$ cat src/rtl/core/desrf_pkg.sv
package desrf_pkg;

    localparam int NUM_ROUNDS = 16;
    localparam int ROUND_W    = $clog2(NUM_ROUNDS);
    localparam int KEY_W      = 64;
    localparam int HALF_W     = 32;
    localparam int CD_W       = 56;
    localparam int CH_W       = 28;
    localparam int SUBKEY_W   = 48;

    typedef struct packed {
        logic                valid;
        logic [HALF_W-1:0]   rhalf;
        logic [CD_W-1:0]     cd;
    } t_s1;

    typedef struct packed {
        logic                valid;
        logic [SUBKEY_W-1:0] x;
        logic [SUBKEY_W-1:0] subkey;
    } t_s2;

    localparam logic [6:0] PC1 [CD_W] = '{
        7'd57, 7'd49, 7'd41, 7'd33, 7'd25, 7'd17, 7'd9,  7'd1,
        7'd58, 7'd50, 7'd42, 7'd34, 7'd26, 7'd18, 7'd10, 7'd2,
        7'd59, 7'd51, 7'd43, 7'd35, 7'd27, 7'd19, 7'd11, 7'd3,
        7'd60, 7'd52, 7'd44, 7'd36, 7'd63, 7'd55, 7'd47, 7'd39,
        7'd31, 7'd23, 7'd15, 7'd7,  7'd62, 7'd54, 7'd46, 7'd38,
        7'd30, 7'd22, 7'd14, 7'd6,  7'd61, 7'd53, 7'd45, 7'd37,
        7'd29, 7'd21, 7'd13, 7'd5,  7'd28, 7'd20, 7'd12, 7'd4
    };

    localparam logic [5:0] PC2 [SUBKEY_W] = '{
        6'd14, 6'd17, 6'd11, 6'd24, 6'd1,  6'd5,  6'd3,  6'd28,
        6'd15, 6'd6,  6'd21, 6'd10, 6'd23, 6'd19, 6'd12, 6'd4,
        6'd26, 6'd8,  6'd16, 6'd7,  6'd27, 6'd20, 6'd13, 6'd2,
        6'd41, 6'd52, 6'd31, 6'd37, 6'd47, 6'd55, 6'd30, 6'd40,
        6'd51, 6'd45, 6'd33, 6'd48, 6'd44, 6'd49, 6'd39, 6'd56,
        6'd34, 6'd53, 6'd46, 6'd42, 6'd50, 6'd36, 6'd29, 6'd32
    };

    // cumulative left rotation of C and D after each round's shift
    localparam logic [4:0] CUM_SHIFT [NUM_ROUNDS] = '{
        5'd1,  5'd2,  5'd4,  5'd6,  5'd8,  5'd10, 5'd12, 5'd14,
        5'd15, 5'd17, 5'd19, 5'd21, 5'd23, 5'd25, 5'd27, 5'd28
    };

    localparam logic [5:0] ETAB [SUBKEY_W] = '{
        6'd32, 6'd1,  6'd2,  6'd3,  6'd4,  6'd5,  6'd4,  6'd5,
        6'd6,  6'd7,  6'd8,  6'd9,  6'd8,  6'd9,  6'd10, 6'd11,
        6'd12, 6'd13, 6'd12, 6'd13, 6'd14, 6'd15, 6'd16, 6'd17,
        6'd16, 6'd17, 6'd18, 6'd19, 6'd20, 6'd21, 6'd20, 6'd21,
        6'd22, 6'd23, 6'd24, 6'd25, 6'd24, 6'd25, 6'd26, 6'd27,
        6'd28, 6'd29, 6'd28, 6'd29, 6'd30, 6'd31, 6'd32, 6'd1
    };

    localparam logic [5:0] PTAB [HALF_W] = '{
        6'd16, 6'd7,  6'd20, 6'd21, 6'd29, 6'd12, 6'd28, 6'd17,
        6'd1,  6'd15, 6'd23, 6'd26, 6'd5,  6'd18, 6'd31, 6'd10,
        6'd2,  6'd8,  6'd24, 6'd14, 6'd32, 6'd27, 6'd3,  6'd9,
        6'd19, 6'd13, 6'd30, 6'd6,  6'd22, 6'd11, 6'd4,  6'd25
    };

    localparam logic [3:0] SBOX [8][64] = '{
        '{4'd14, 4'd4,  4'd13, 4'd1,  4'd2,  4'd15, 4'd11, 4'd8,
          4'd3,  4'd10, 4'd6,  4'd12, 4'd5,  4'd9,  4'd0,  4'd7,
          4'd0,  4'd15, 4'd7,  4'd4,  4'd14, 4'd2,  4'd13, 4'd1,
          4'd10, 4'd6,  4'd12, 4'd11, 4'd9,  4'd5,  4'd3,  4'd8,
          4'd4,  4'd1,  4'd14, 4'd8,  4'd13, 4'd6,  4'd2,  4'd11,
          4'd15, 4'd12, 4'd9,  4'd7,  4'd3,  4'd10, 4'd5,  4'd0,
          4'd15, 4'd12, 4'd8,  4'd2,  4'd4,  4'd9,  4'd1,  4'd7,
          4'd5,  4'd11, 4'd3,  4'd14, 4'd10, 4'd0,  4'd6,  4'd13},
        '{4'd15, 4'd1,  4'd8,  4'd14, 4'd6,  4'd11, 4'd3,  4'd4,
          4'd9,  4'd7,  4'd2,  4'd13, 4'd12, 4'd0,  4'd5,  4'd10,
          4'd3,  4'd13, 4'd4,  4'd7,  4'd15, 4'd2,  4'd8,  4'd14,
          4'd12, 4'd0,  4'd1,  4'd10, 4'd6,  4'd9,  4'd11, 4'd5,
          4'd0,  4'd14, 4'd7,  4'd11, 4'd10, 4'd4,  4'd13, 4'd1,
          4'd5,  4'd8,  4'd12, 4'd6,  4'd9,  4'd3,  4'd2,  4'd15,
          4'd13, 4'd8,  4'd10, 4'd1,  4'd3,  4'd15, 4'd4,  4'd2,
          4'd11, 4'd6,  4'd7,  4'd12, 4'd0,  4'd5,  4'd14, 4'd9},
        '{4'd10, 4'd0,  4'd9,  4'd14, 4'd6,  4'd3,  4'd15, 4'd5,
          4'd1,  4'd13, 4'd12, 4'd7,  4'd11, 4'd4,  4'd2,  4'd8,
          4'd13, 4'd7,  4'd0,  4'd9,  4'd3,  4'd4,  4'd6,  4'd10,
          4'd2,  4'd8,  4'd5,  4'd14, 4'd12, 4'd11, 4'd15, 4'd1,
          4'd13, 4'd6,  4'd4,  4'd9,  4'd8,  4'd15, 4'd3,  4'd0,
          4'd11, 4'd1,  4'd2,  4'd12, 4'd5,  4'd10, 4'd14, 4'd7,
          4'd1,  4'd10, 4'd13, 4'd0,  4'd6,  4'd9,  4'd8,  4'd7,
          4'd4,  4'd15, 4'd14, 4'd3,  4'd11, 4'd5,  4'd2,  4'd12},
        '{4'd7,  4'd13, 4'd14, 4'd3,  4'd0,  4'd6,  4'd9,  4'd10,
          4'd1,  4'd2,  4'd8,  4'd5,  4'd11, 4'd12, 4'd4,  4'd15,
          4'd13, 4'd8,  4'd11, 4'd5,  4'd6,  4'd15, 4'd0,  4'd3,
          4'd4,  4'd7,  4'd2,  4'd12, 4'd1,  4'd10, 4'd14, 4'd9,
          4'd10, 4'd6,  4'd9,  4'd0,  4'd12, 4'd11, 4'd7,  4'd13,
          4'd15, 4'd1,  4'd3,  4'd14, 4'd5,  4'd2,  4'd8,  4'd4,
          4'd3,  4'd15, 4'd0,  4'd6,  4'd10, 4'd1,  4'd13, 4'd8,
          4'd9,  4'd4,  4'd5,  4'd11, 4'd12, 4'd7,  4'd2,  4'd14},
        '{4'd2,  4'd12, 4'd4,  4'd1,  4'd7,  4'd10, 4'd11, 4'd6,
          4'd8,  4'd5,  4'd3,  4'd15, 4'd13, 4'd0,  4'd14, 4'd9,
          4'd14, 4'd11, 4'd2,  4'd12, 4'd4,  4'd7,  4'd13, 4'd1,
          4'd5,  4'd0,  4'd15, 4'd10, 4'd3,  4'd9,  4'd8,  4'd6,
          4'd4,  4'd2,  4'd1,  4'd11, 4'd10, 4'd13, 4'd7,  4'd8,
          4'd15, 4'd9,  4'd12, 4'd5,  4'd6,  4'd3,  4'd0,  4'd14,
          4'd11, 4'd8,  4'd12, 4'd7,  4'd1,  4'd14, 4'd2,  4'd13,
          4'd6,  4'd15, 4'd0,  4'd9,  4'd10, 4'd4,  4'd5,  4'd3},
        '{4'd12, 4'd1,  4'd10, 4'd15, 4'd9,  4'd2,  4'd6,  4'd8,
          4'd0,  4'd13, 4'd3,  4'd4,  4'd14, 4'd7,  4'd5,  4'd11,
          4'd10, 4'd15, 4'd4,  4'd2,  4'd7,  4'd12, 4'd9,  4'd5,
          4'd6,  4'd1,  4'd13, 4'd14, 4'd0,  4'd11, 4'd3,  4'd8,
          4'd9,  4'd14, 4'd15, 4'd5,  4'd2,  4'd8,  4'd12, 4'd3,
          4'd7,  4'd0,  4'd4,  4'd10, 4'd1,  4'd13, 4'd11, 4'd6,
          4'd4,  4'd3,  4'd2,  4'd12, 4'd9,  4'd5,  4'd15, 4'd10,
          4'd11, 4'd14, 4'd1,  4'd7,  4'd6,  4'd0,  4'd8,  4'd13},
        '{4'd4,  4'd11, 4'd2,  4'd14, 4'd15, 4'd0,  4'd8,  4'd13,
          4'd3,  4'd12, 4'd9,  4'd7,  4'd5,  4'd10, 4'd6,  4'd1,
          4'd13, 4'd0,  4'd11, 4'd7,  4'd4,  4'd9,  4'd1,  4'd10,
          4'd14, 4'd3,  4'd5,  4'd12, 4'd2,  4'd15, 4'd8,  4'd6,
          4'd1,  4'd4,  4'd11, 4'd13, 4'd12, 4'd3,  4'd7,  4'd14,
          4'd10, 4'd15, 4'd6,  4'd8,  4'd0,  4'd5,  4'd9,  4'd2,
          4'd6,  4'd11, 4'd13, 4'd8,  4'd1,  4'd4,  4'd10, 4'd7,
          4'd9,  4'd5,  4'd0,  4'd15, 4'd14, 4'd2,  4'd3,  4'd12},
        '{4'd13, 4'd2,  4'd8,  4'd4,  4'd6,  4'd15, 4'd11, 4'd1,
          4'd10, 4'd9,  4'd3,  4'd14, 4'd5,  4'd0,  4'd12, 4'd7,
          4'd1,  4'd15, 4'd13, 4'd8,  4'd10, 4'd3,  4'd7,  4'd4,
          4'd12, 4'd5,  4'd6,  4'd11, 4'd0,  4'd14, 4'd9,  4'd2,
          4'd7,  4'd11, 4'd4,  4'd1,  4'd9,  4'd12, 4'd14, 4'd2,
          4'd0,  4'd6,  4'd10, 4'd13, 4'd15, 4'd3,  4'd5,  4'd8,
          4'd2,  4'd1,  4'd14, 4'd7,  4'd4,  4'd10, 4'd8,  4'd13,
          4'd15, 4'd12, 4'd9,  4'd0,  4'd3,  4'd5,  4'd6,  4'd11}
    };

    function automatic logic [CD_W-1:0] f_pc1(input logic [KEY_W-1:0] k);
        logic [CD_W-1:0] r;
        for (int i = 0; i < CD_W; i++) begin
            r[CD_W-1-i] = k[KEY_W - int'(PC1[i])];
        end
        return r;
    endfunction

    function automatic logic [SUBKEY_W-1:0] f_pc2(input logic [CD_W-1:0] cd);
        logic [SUBKEY_W-1:0] r;
        for (int i = 0; i < SUBKEY_W; i++) begin
            r[SUBKEY_W-1-i] = cd[CD_W - int'(PC2[i])];
        end
        return r;
    endfunction

    function automatic logic [SUBKEY_W-1:0] f_expand(input logic [HALF_W-1:0] h);
        logic [SUBKEY_W-1:0] r;
        for (int i = 0; i < SUBKEY_W; i++) begin
            r[SUBKEY_W-1-i] = h[HALF_W - int'(ETAB[i])];
        end
        return r;
    endfunction

    function automatic logic [HALF_W-1:0] f_perm_p(input logic [HALF_W-1:0] s);
        logic [HALF_W-1:0] r;
        for (int i = 0; i < HALF_W; i++) begin
            r[HALF_W-1-i] = s[HALF_W - int'(PTAB[i])];
        end
        return r;
    endfunction

    function automatic logic [CH_W-1:0] f_rotl28(input logic [CH_W-1:0] v,
                                                 input logic [4:0] s);
        logic [2*CH_W-1:0] w;
        w = {v, v} << s;
        return w[2*CH_W-1:CH_W];
    endfunction

endpackage

$ cat src/rtl/core/desrf_rot_stage.sv
module desrf_rot_stage (
    input  logic                             i_clk,
    input  logic                             i_rst_n,
    input  logic                             i_valid,
    input  logic [desrf_pkg::HALF_W-1:0]     i_rhalf,
    input  logic [desrf_pkg::ROUND_W-1:0]    i_round_index,
    input  logic [desrf_pkg::KEY_W-1:0]      i_key,
    output desrf_pkg::t_s1                   o_s1
);
    import desrf_pkg::*;

    logic [CD_W-1:0] cd0;
    logic [4:0]      shift;
    t_s1             n_s1;
    t_s1             r_s1;

    always_comb begin
        cd0              = f_pc1(i_key);
        shift            = CUM_SHIFT[i_round_index];
        n_s1.valid       = i_valid;
        n_s1.rhalf       = i_rhalf;
        n_s1.cd          = {f_rotl28(cd0[CD_W-1:CH_W], shift),
                            f_rotl28(cd0[CH_W-1:0], shift)};
    end

    always_ff @(posedge i_clk) begin
        if (!i_rst_n) begin
            r_s1 <= '0;
        end else begin
            r_s1 <= n_s1;
        end
    end

    assign o_s1 = r_s1;

endmodule

$ cat src/rtl/core/desrf_mix_stage.sv
module desrf_mix_stage (
    input  logic           i_clk,
    input  logic           i_rst_n,
    input  desrf_pkg::t_s1 i_s1,
    output desrf_pkg::t_s2 o_s2
);
    import desrf_pkg::*;

    t_s2 n_s2;
    t_s2 r_s2;

    always_comb begin
        n_s2.valid  = i_s1.valid;
        n_s2.subkey = f_pc2(i_s1.cd);
        n_s2.x      = f_expand(i_s1.rhalf) ^ n_s2.subkey;
    end

    always_ff @(posedge i_clk) begin
        if (!i_rst_n) begin
            r_s2 <= '0;
        end else begin
            r_s2 <= n_s2;
        end
    end

    assign o_s2 = r_s2;

endmodule

$ cat src/rtl/core/desrf_sub_stage.sv
module desrf_sub_stage (
    input  logic                             i_clk,
    input  logic                             i_rst_n,
    input  desrf_pkg::t_s2                   i_s2,
    output logic                             o_valid,
    output logic [desrf_pkg::HALF_W-1:0]     o_f_result,
    output logic [desrf_pkg::SUBKEY_W-1:0]   o_round_subkey
);
    import desrf_pkg::*;

    logic [HALF_W-1:0]   s_out;
    logic [5:0]          chunk;
    logic                r_valid;
    logic [HALF_W-1:0]   r_f_result;
    logic [HALF_W-1:0]   n_f_result;
    logic [SUBKEY_W-1:0] r_round_subkey;

    always_comb begin
        s_out = '0;
        chunk = '0;
        for (int j = 0; j < 8; j++) begin
            chunk = i_s2.x[SUBKEY_W-1-6*j -: 6];
            s_out[HALF_W-1-4*j -: 4] = SBOX[j][{chunk[5], chunk[0], chunk[4:1]}];
        end
        n_f_result = f_perm_p(s_out);
    end

    always_ff @(posedge i_clk) begin
        if (!i_rst_n) begin
            r_valid <= 1'b0;
        end else begin
            r_valid <= i_s2.valid;
        end
    end

    always_ff @(posedge i_clk) begin
        r_f_result     <= n_f_result;
        r_round_subkey <= i_s2.subkey;
    end

    assign o_valid        = r_valid;
    assign o_f_result     = r_f_result;
    assign o_round_subkey = r_round_subkey;

endmodule

$ cat src/rtl/core/des_round_function_with_key_schedule_unit.sv
// An accepted item passes the rot, mix and sub stage registers before the o_valid strobe.
// Throughput: one item per cycle; busy is low whenever reset is released.
// Stages: key rotation, PC-2 / E / key XOR, S-boxes and P into the output register.
// Reset: synchronous active low; clears the pipeline valid bits and the key to zero.
// The receiver cannot stall; each result shows for exactly one cycle.
module des_round_function_with_key_schedule_unit (
    input  logic                             i_clk,
    input  logic                             i_rst_n,
    input  logic                             start,
    output logic                             busy,
    input  logic [desrf_pkg::HALF_W-1:0]     i_rhalf,
    input  logic [desrf_pkg::ROUND_W-1:0]    i_round_index,
    input  logic                             i_cfg_we,
    input  logic [desrf_pkg::KEY_W-1:0]      i_cfg_wdata,
    output logic                             o_valid,
    output logic [desrf_pkg::HALF_W-1:0]     o_f_result,
    output logic [desrf_pkg::SUBKEY_W-1:0]   o_round_subkey
);
    import desrf_pkg::*;

    logic [KEY_W-1:0] r_des_key;
    logic             accept;
    t_s1              s1;
    t_s2              s2;

    assign busy   = ~i_rst_n;
    assign accept = start & ~busy;

    always_ff @(posedge i_clk) begin
        if (!i_rst_n) begin
            r_des_key <= '0;
        end else if (i_cfg_we) begin
            r_des_key <= i_cfg_wdata;
        end
    end

    desrf_rot_stage u_rot (
        .i_clk         (i_clk),
        .i_rst_n       (i_rst_n),
        .i_valid       (accept),
        .i_rhalf       (i_rhalf),
        .i_round_index (i_round_index),
        .i_key         (r_des_key),
        .o_s1          (s1)
    );

    desrf_mix_stage u_mix (
        .i_clk   (i_clk),
        .i_rst_n (i_rst_n),
        .i_s1    (s1),
        .o_s2    (s2)
    );

    desrf_sub_stage u_sub (
        .i_clk          (i_clk),
        .i_rst_n        (i_rst_n),
        .i_s2           (s2),
        .o_valid        (o_valid),
        .o_f_result     (o_f_result),
        .o_round_subkey (o_round_subkey)
    );

endmodule

$ cat config.mk
export PLATFORM = sky130hd
export DESIGN_NAME = des_round_function_with_key_schedule_unit
export DESIGN_NICKNAME = d
export VERILOG_FILES = /design/src/rtl/core/desrf_pkg.sv /design/src/rtl/core/desrf_rot_stage.sv /design/src/rtl/core/desrf_mix_stage.sv /design/src/rtl/core/desrf_sub_stage.sv /design/src/rtl/core/des_round_function_with_key_schedule_unit.sv
export SDC_FILE = /design/constraint.sdc
export NUM_CORES = 1
export LEC_CHECK = 0
export ABC_AREA = 1
export BUFFER_PORTS_ARGS = -buffer_cell sky130_fd_sc_hd__buf_4
export CAP_MARGIN = 0
export CORE_AREA = 3 3 184 186
export CTS_CLUSTER_DIAMETER = 50
export CTS_CLUSTER_SIZE = 10
export DETAILED_ROUTE_END_ITERATION = 16
export DIE_AREA = 0 0 187 189
export GPL_ROUTABILITY_DRIVEN = 0
export PLACE_DENSITY_LB_ADDON = 0.1
export SLEW_MARGIN = 5
export SYNTH_ARGS = -nofsm -noshare
export SYNTH_HDL_FRONTEND = slang
export SYNTH_SLANG_ARGS = --single-unit
$ cat constraint.sdc
create_clock -name i_clk -period 3.05 [get_ports i_clk]
set_input_delay 0.1525 -clock i_clk [delete_from_list [all_inputs] [get_ports i_clk]]
set_output_delay 0.1525 -clock i_clk [all_outputs]
set_load 0.02 [all_outputs]
Yosys cells after proc, flatten, opt, wreduce, memory -nomap -nowiden --
Memory sizes are Yosys's and may differ from the RTL's. A register that Yosys moved wholly into a read port is not among the register bits. Index checks and enable logic that the tools add are counted.
Storage, ports and cells: register bits after elaboration 299, bits in latches 0, RAM bits 0, memory bits (read-only) 2128, input port bits 104, memories 9
Operators by class: add/sub/neg operators 0, $mul 0, divide/modulo/power cells 0, $lt $le $gt $ge 1, eq/ne operators 0, shift operators 2, muxes and demuxes 2, bitwise gates (word level) 12, reductions and logical operators 0
Memory list:
- (no name shown) | words 64, width 4, read ports 1, clocked after Yosys merged registers in 1, wr ports 0, line desrf_sub_stage.sv:23 | s_out[HALF_W-1-4*j -: 4] = SBOX[j][{chunk[5], chunk[0], chunk[4:1]}];
- (no name shown) | words 64, width 4, read ports 1, clocked after Yosys merged registers in 1, wr ports 0, line desrf_sub_stage.sv:23
- (no name shown) | words 64, width 4, read ports 1, clocked after Yosys merged registers in 1, wr ports 0, line desrf_sub_stage.sv:23
- (no name shown) | words 64, width 4, read ports 1, clocked after Yosys merged registers in 1, wr ports 0, line desrf_sub_stage.sv:23
- (no name shown) | words 64, width 4, read ports 1, clocked after Yosys merged registers in 1, wr ports 0, line desrf_sub_stage.sv:23
- (no name shown) | words 64, width 4, read ports 1, clocked after Yosys merged registers in 1, wr ports 0, line desrf_sub_stage.sv:23
- +3 memories
Operators by type and width (count):
- << shifter 56 x 5 -> 56 bit | 2
- NOT 6 -> 7 bit | 8
- bitwise XOR 48 bit | 1
- two-way mux 5 bit | 2
- >= comparator 5 bit (second input constant) | 1
- NOT 4 -> 5 bit | 1
- AND 1 bit | 1
- NOT 1 bit | 1

Longest topological paths before layout --
depth after elaboration 5, mapped depth 15, gate-level depth less buffers 14

Modules after synthesis --
From an unflattened synthesis, not the netlist that was laid out.
Second synthesis, totals: cell total of the unflattened synthesis 2817, area total of the unflattened synthesis 17997.3 sq um
By module, submodules not included:
- desrf_rot_stage | times used 1, cells an instance 1093, area an instance 6207.2 sq um, seq. area each 1781.7 sq um
- desrf_sub_stage | times used 1, cells an instance 918, area an instance 6015.8 sq um, seq. area each 1621.6 sq um
- desrf_mix_stage | times used 1, cells an instance 398, area an instance 3126.7 sq um, seq. area each 1941.9 sq um
- des_round_function_with_key_schedule_unit | times used 1, cells an instance 408, area an instance 2647.5 sq um, seq. area each 1281.2 sq um

Worst setup path after synthesis --
OpenSTA, ideal clock, no wires.
path type reg-to-reg, from reg u_mix.r_s2 (netlist bit u_mix.o_s2[61]), to reg u_sub.r_f_result[3], in the netlist u_sub.o_f_result[3], arrival 1.637 ns, slack 1.355 ns, stages on the path, launching flop included 9, path through dfxtp_1 > inv_1 > ha_1 > inv_1 > nand2_1 > nand2_1 > nor2_1 > o311ai_0 > o21a_1
Between the ends: longest elaborated chain between the ends 1
RTL lines:
- from (decl) | line desrf_mix_stage.sv:10 | t_s2 r_s2;
- from (signal assigned) | line desrf_mix_stage.sv:22 | r_s2 <= n_s2;
- NOT 6 -> 7 bit (not written as such) | line desrf_sub_stage.sv:23
- to (decl) | line desrf_sub_stage.sv:14 | logic [HALF_W-1:0] r_f_result;
No other way between the ends. A chain may end at the register's enable or synchronous reset.

Final worst setup path --
from reg u_mix.r_s2 (netlist bit u_mix.o_s2[79]), to reg u_sub.r_f_result[8], in the netlist u_sub.o_f_result[8]
The elaborated chain is that of the path after synthesis.

==> impl_metrics.toml <==
[power]
power.density_nw_per_um2 = 632
leakagePower_nw = 9.62
power_mw = 12.6
peakVddDrop_mv = 0.421

[global_routing]
grt_pass1_vias = 14500
overflow = 0
antenna_found_initial = 0
grt_usage_pct = 24.1
grt_pass1_wl_mm = 72.0
grt_max_degree = 115

[critical_path]
crit_path_cell_trace = "inv_1, ha_1, inv_1, nand2_1, nand2_1, nand2_1, o211ai_1, o21ai_0, o21ai_0, inv_1"
worst_setup_path_start_kind = "flop"
worstSetupPathType = "reg -> reg"
cp.arrival_ns = 2.45
cp-end-kind = "flop"
crit_required_ns = 3.46
slowest_stage = "dfxtp_1"
cpPeakStageDelay_ns = 0.53
path_max_fanout = 10

[synth]
ys.flop_type = "dfxtp_1"
synth_nets = 2511
postSynthCellCount = 2341
yosysWarningCount = 0
synth_edf_count = 0
syn-cell-area_um2 = 16100
ys_seq_area_share_pct = 39.2
async_reset_ff_share_pct = 0
avgSynthCellArea_um2 = 6.87
synth-seq-cells = 315
yosysUniqueCellTypes = 38

[clocking]
clk_latency_ns = 0.53
cts-root-buf = "clkbuf_16"
cts_max_level = 2
post-cts-setup-buffers = 0
cts.sinks = 315
cts_inserted_buffers = 42
clock_path_buffers = 3
cts_tree = "done"
cts.clk_slew.worst_paths_ns = 0.05

[finish]
multi_input_area_um2 = 8440
drive_gt1_share_pct = 10.7
finish.utilization_pct = 61.3
num-nets-final = 2716
fillers = 3004
seq_area_um2 = 6310
syn_to_final_growth_pct = 23.6

[detailed_routing]
firstDrtPassIters = 6
via_count = 15900
drc = 0
drt_iter0_markers = 1414
ant_nets = 0
drt_wl_total_mm = 43.8
wl_per_cell_um = 14.6
viasPerCell = 5.30

[timing]
fin_ws_ns = 1.01
max-slew-margin-rel_pct = 44.8
slew_violations = 0
fin_crit_ns = 2.04
finalSetupTns_ns = 0
fin_skew_ns = 0.0117
rsz0062_at_grt = "no"
finalSetupViolations = 0
worst_slew_pin_slew_ns = 0.826
period_share_pct = 67.0
finalHoldViolCount = 0
fmax_mhz = 489

[status]
outcome = "complete, no violations"

[floorplan]
die_area_um2 = 35300
die_y_um = 189
die_x_um = 187
coreArea_um2 = 32500
rows = 66
top_level_ports = 186
initial_core_util_pct = 49.6

[placed_design]
place_ws_ns = 0.628
dp_hpwl_mm = 31.2
portBuffers = 177

[worst_hold_path]
hold_path.class = "in -> reg"

[flow_run]
maxCapViolCount = 0
metrics by stage:
| stage | instances | hold WS (ns) | instance area [um2] |
|---|---|---|---|
| 2_1_floorplan | 2341 | 0.250 | 16100 |
| 6_report | 3005 | 0.0331 | 19900 |
| 5_1_grt | 3004 | 0.0604 | 19900 |
| 3_3_place_gp | 2849 | 0.311 | 17700 |
| 3_5_place_dp | 2849 | 0.312 | 17700 |
| 4_1_cts | 3004 | 0.00956 | 19900 |
flip-flops by register name, indices dropped and copies added (netlist names):
name	cells
u_mix.o_s2	97
u_rot.o_s1	81
r_des_key	56
u_sub.o_round_subkey	48
u_sub.o_f_result	32
u_sub.o_valid	1
critical path: cells and delay by family, from the launching register on:
| kind | cells | cell delay [ns] |
|---|---|---|
| AOI/OAI and AO/OA | 3 | 0.39 |
| adders and majority gates | 1 | 0.36 |
| buffers and inverters | 3 | 0.33 |
| DFF | 1 | 0.53 |
| and+or+nand+nor | 3 | 0.32 |
metal layers:
layer | track usage [%] | vias up | wire, um
li1 | - | 8071 | -
met1 | 33.3 | 7068 | 20000
met2 | 38.9 | 693 | 19200
met3 | 4.52 | 94 | 3490
met4 | 6.63 | 0 | 1200
met5 | 0 | - | 0
final cells by class:
class | instances | area share [%]
multi-input combinational | 1672 | 42.5
sequential | 315 | 31.7
timing repair buffer | 293 | 12.5
clock buffer | 47 | 5.59
inverter | 222 | 4.19
tap | 442 | 2.78
clock inverter | 13 | 0.742
antenna | 1 | 0.0126
cell usage after synthesis, types with 2 or more instances:
cell type	instances	area (um2)
o21a_1	5	37.5
a32o_1	2	20.0
o21ai_1	2	10.0
a31oi_1	15	93.8
buf_1	10	37.5
xor2_1	2	17.5
or2_2	6	37.5
nand2_2	3	18.8
a32oi_1	4	35.0
ha_1	66	826
clkinv_1	8	30.0
xnor2_1	49	429
buf_4	9	67.6
o21ai_0	181	906
nor3_1	6	30.0
dfxtp_1	315	6310
nand2_1	524	1970
nand3_1	441	2210
nor2_1	197	739
o311ai_0	3	26.3
nand4_1	4	25.0
o221ai_1	5	43.8
o2111ai_1	3	26.3
o211ai_1	32	240
buf_2	27	135
inv_1	212	796
o31ai_1	3	22.5
a21oi_1	112	561
inv_2	2	7.51
clkbuf_1	85	319
where the power goes:
part	internal (mW)	switching (mW)
Sequential	4.59	0.370
Combinational	1.24	1.90
Clock	2.76	1.73
worst paths after layout:
kind | start | endpoint | slack (ns) | cells after the start
worst max-delay path | u_mix.o_s2[79] | u_sub.o_f_result[8] | 1.01 | 10
worst min-delay path | i_cfg_wdata[20] | r_des_key[20] | 0.03 | 3
worst max register to register | u_mix.o_s2[79] | u_sub.o_f_result[8] | 1.01 | 10
worst min register to register | u_mix.o_s2[20] | u_sub.o_round_subkey[20] | 0.32 | 0
layout by cell type, fill, tap and decap left out, types with 7 or more instances in the layout:
| cell type | count |
|---|---|
| nand3_1 | 441 |
| o21ai_0 | 181 |
| dlygate4sd3_1 | 95 |
| xnor2_1 | 49 |
| ha_1 | 66 |
| a31oi_1 | 15 |
| o211ai_1 | 32 |
| clkinv_1 | 7 |
| inv_1 | 211 |
| nor2_1 | 197 |
| nand2_1 | 524 |
| a21oi_1 | 111 |
| buf_4 | 194 |
| clkbuf_16 | 43 |
| dfxtp_1 | 315 |
kinds of logic (layout without fill, tap and decap cells):
kind of cell    count (synthesis)  after routing  synth area share [%]
compound gates                372            372                  12.8
xor+xnor                       52             52                  2.88
fa+ha+maj                      66             66                  5.13
buf+inv                       354            575                  8.72
flops                         315            315                  39.2
other cells                     0              1                     0
simple gates                 1182           1182                  31.3
timing repair:
item                                   in CTS  in global routing
hold buffers                               95                  0
endpoints found under the hold margin      85                  0
resized for setup                           0                  0
Power figures use the tool's default switching activity.
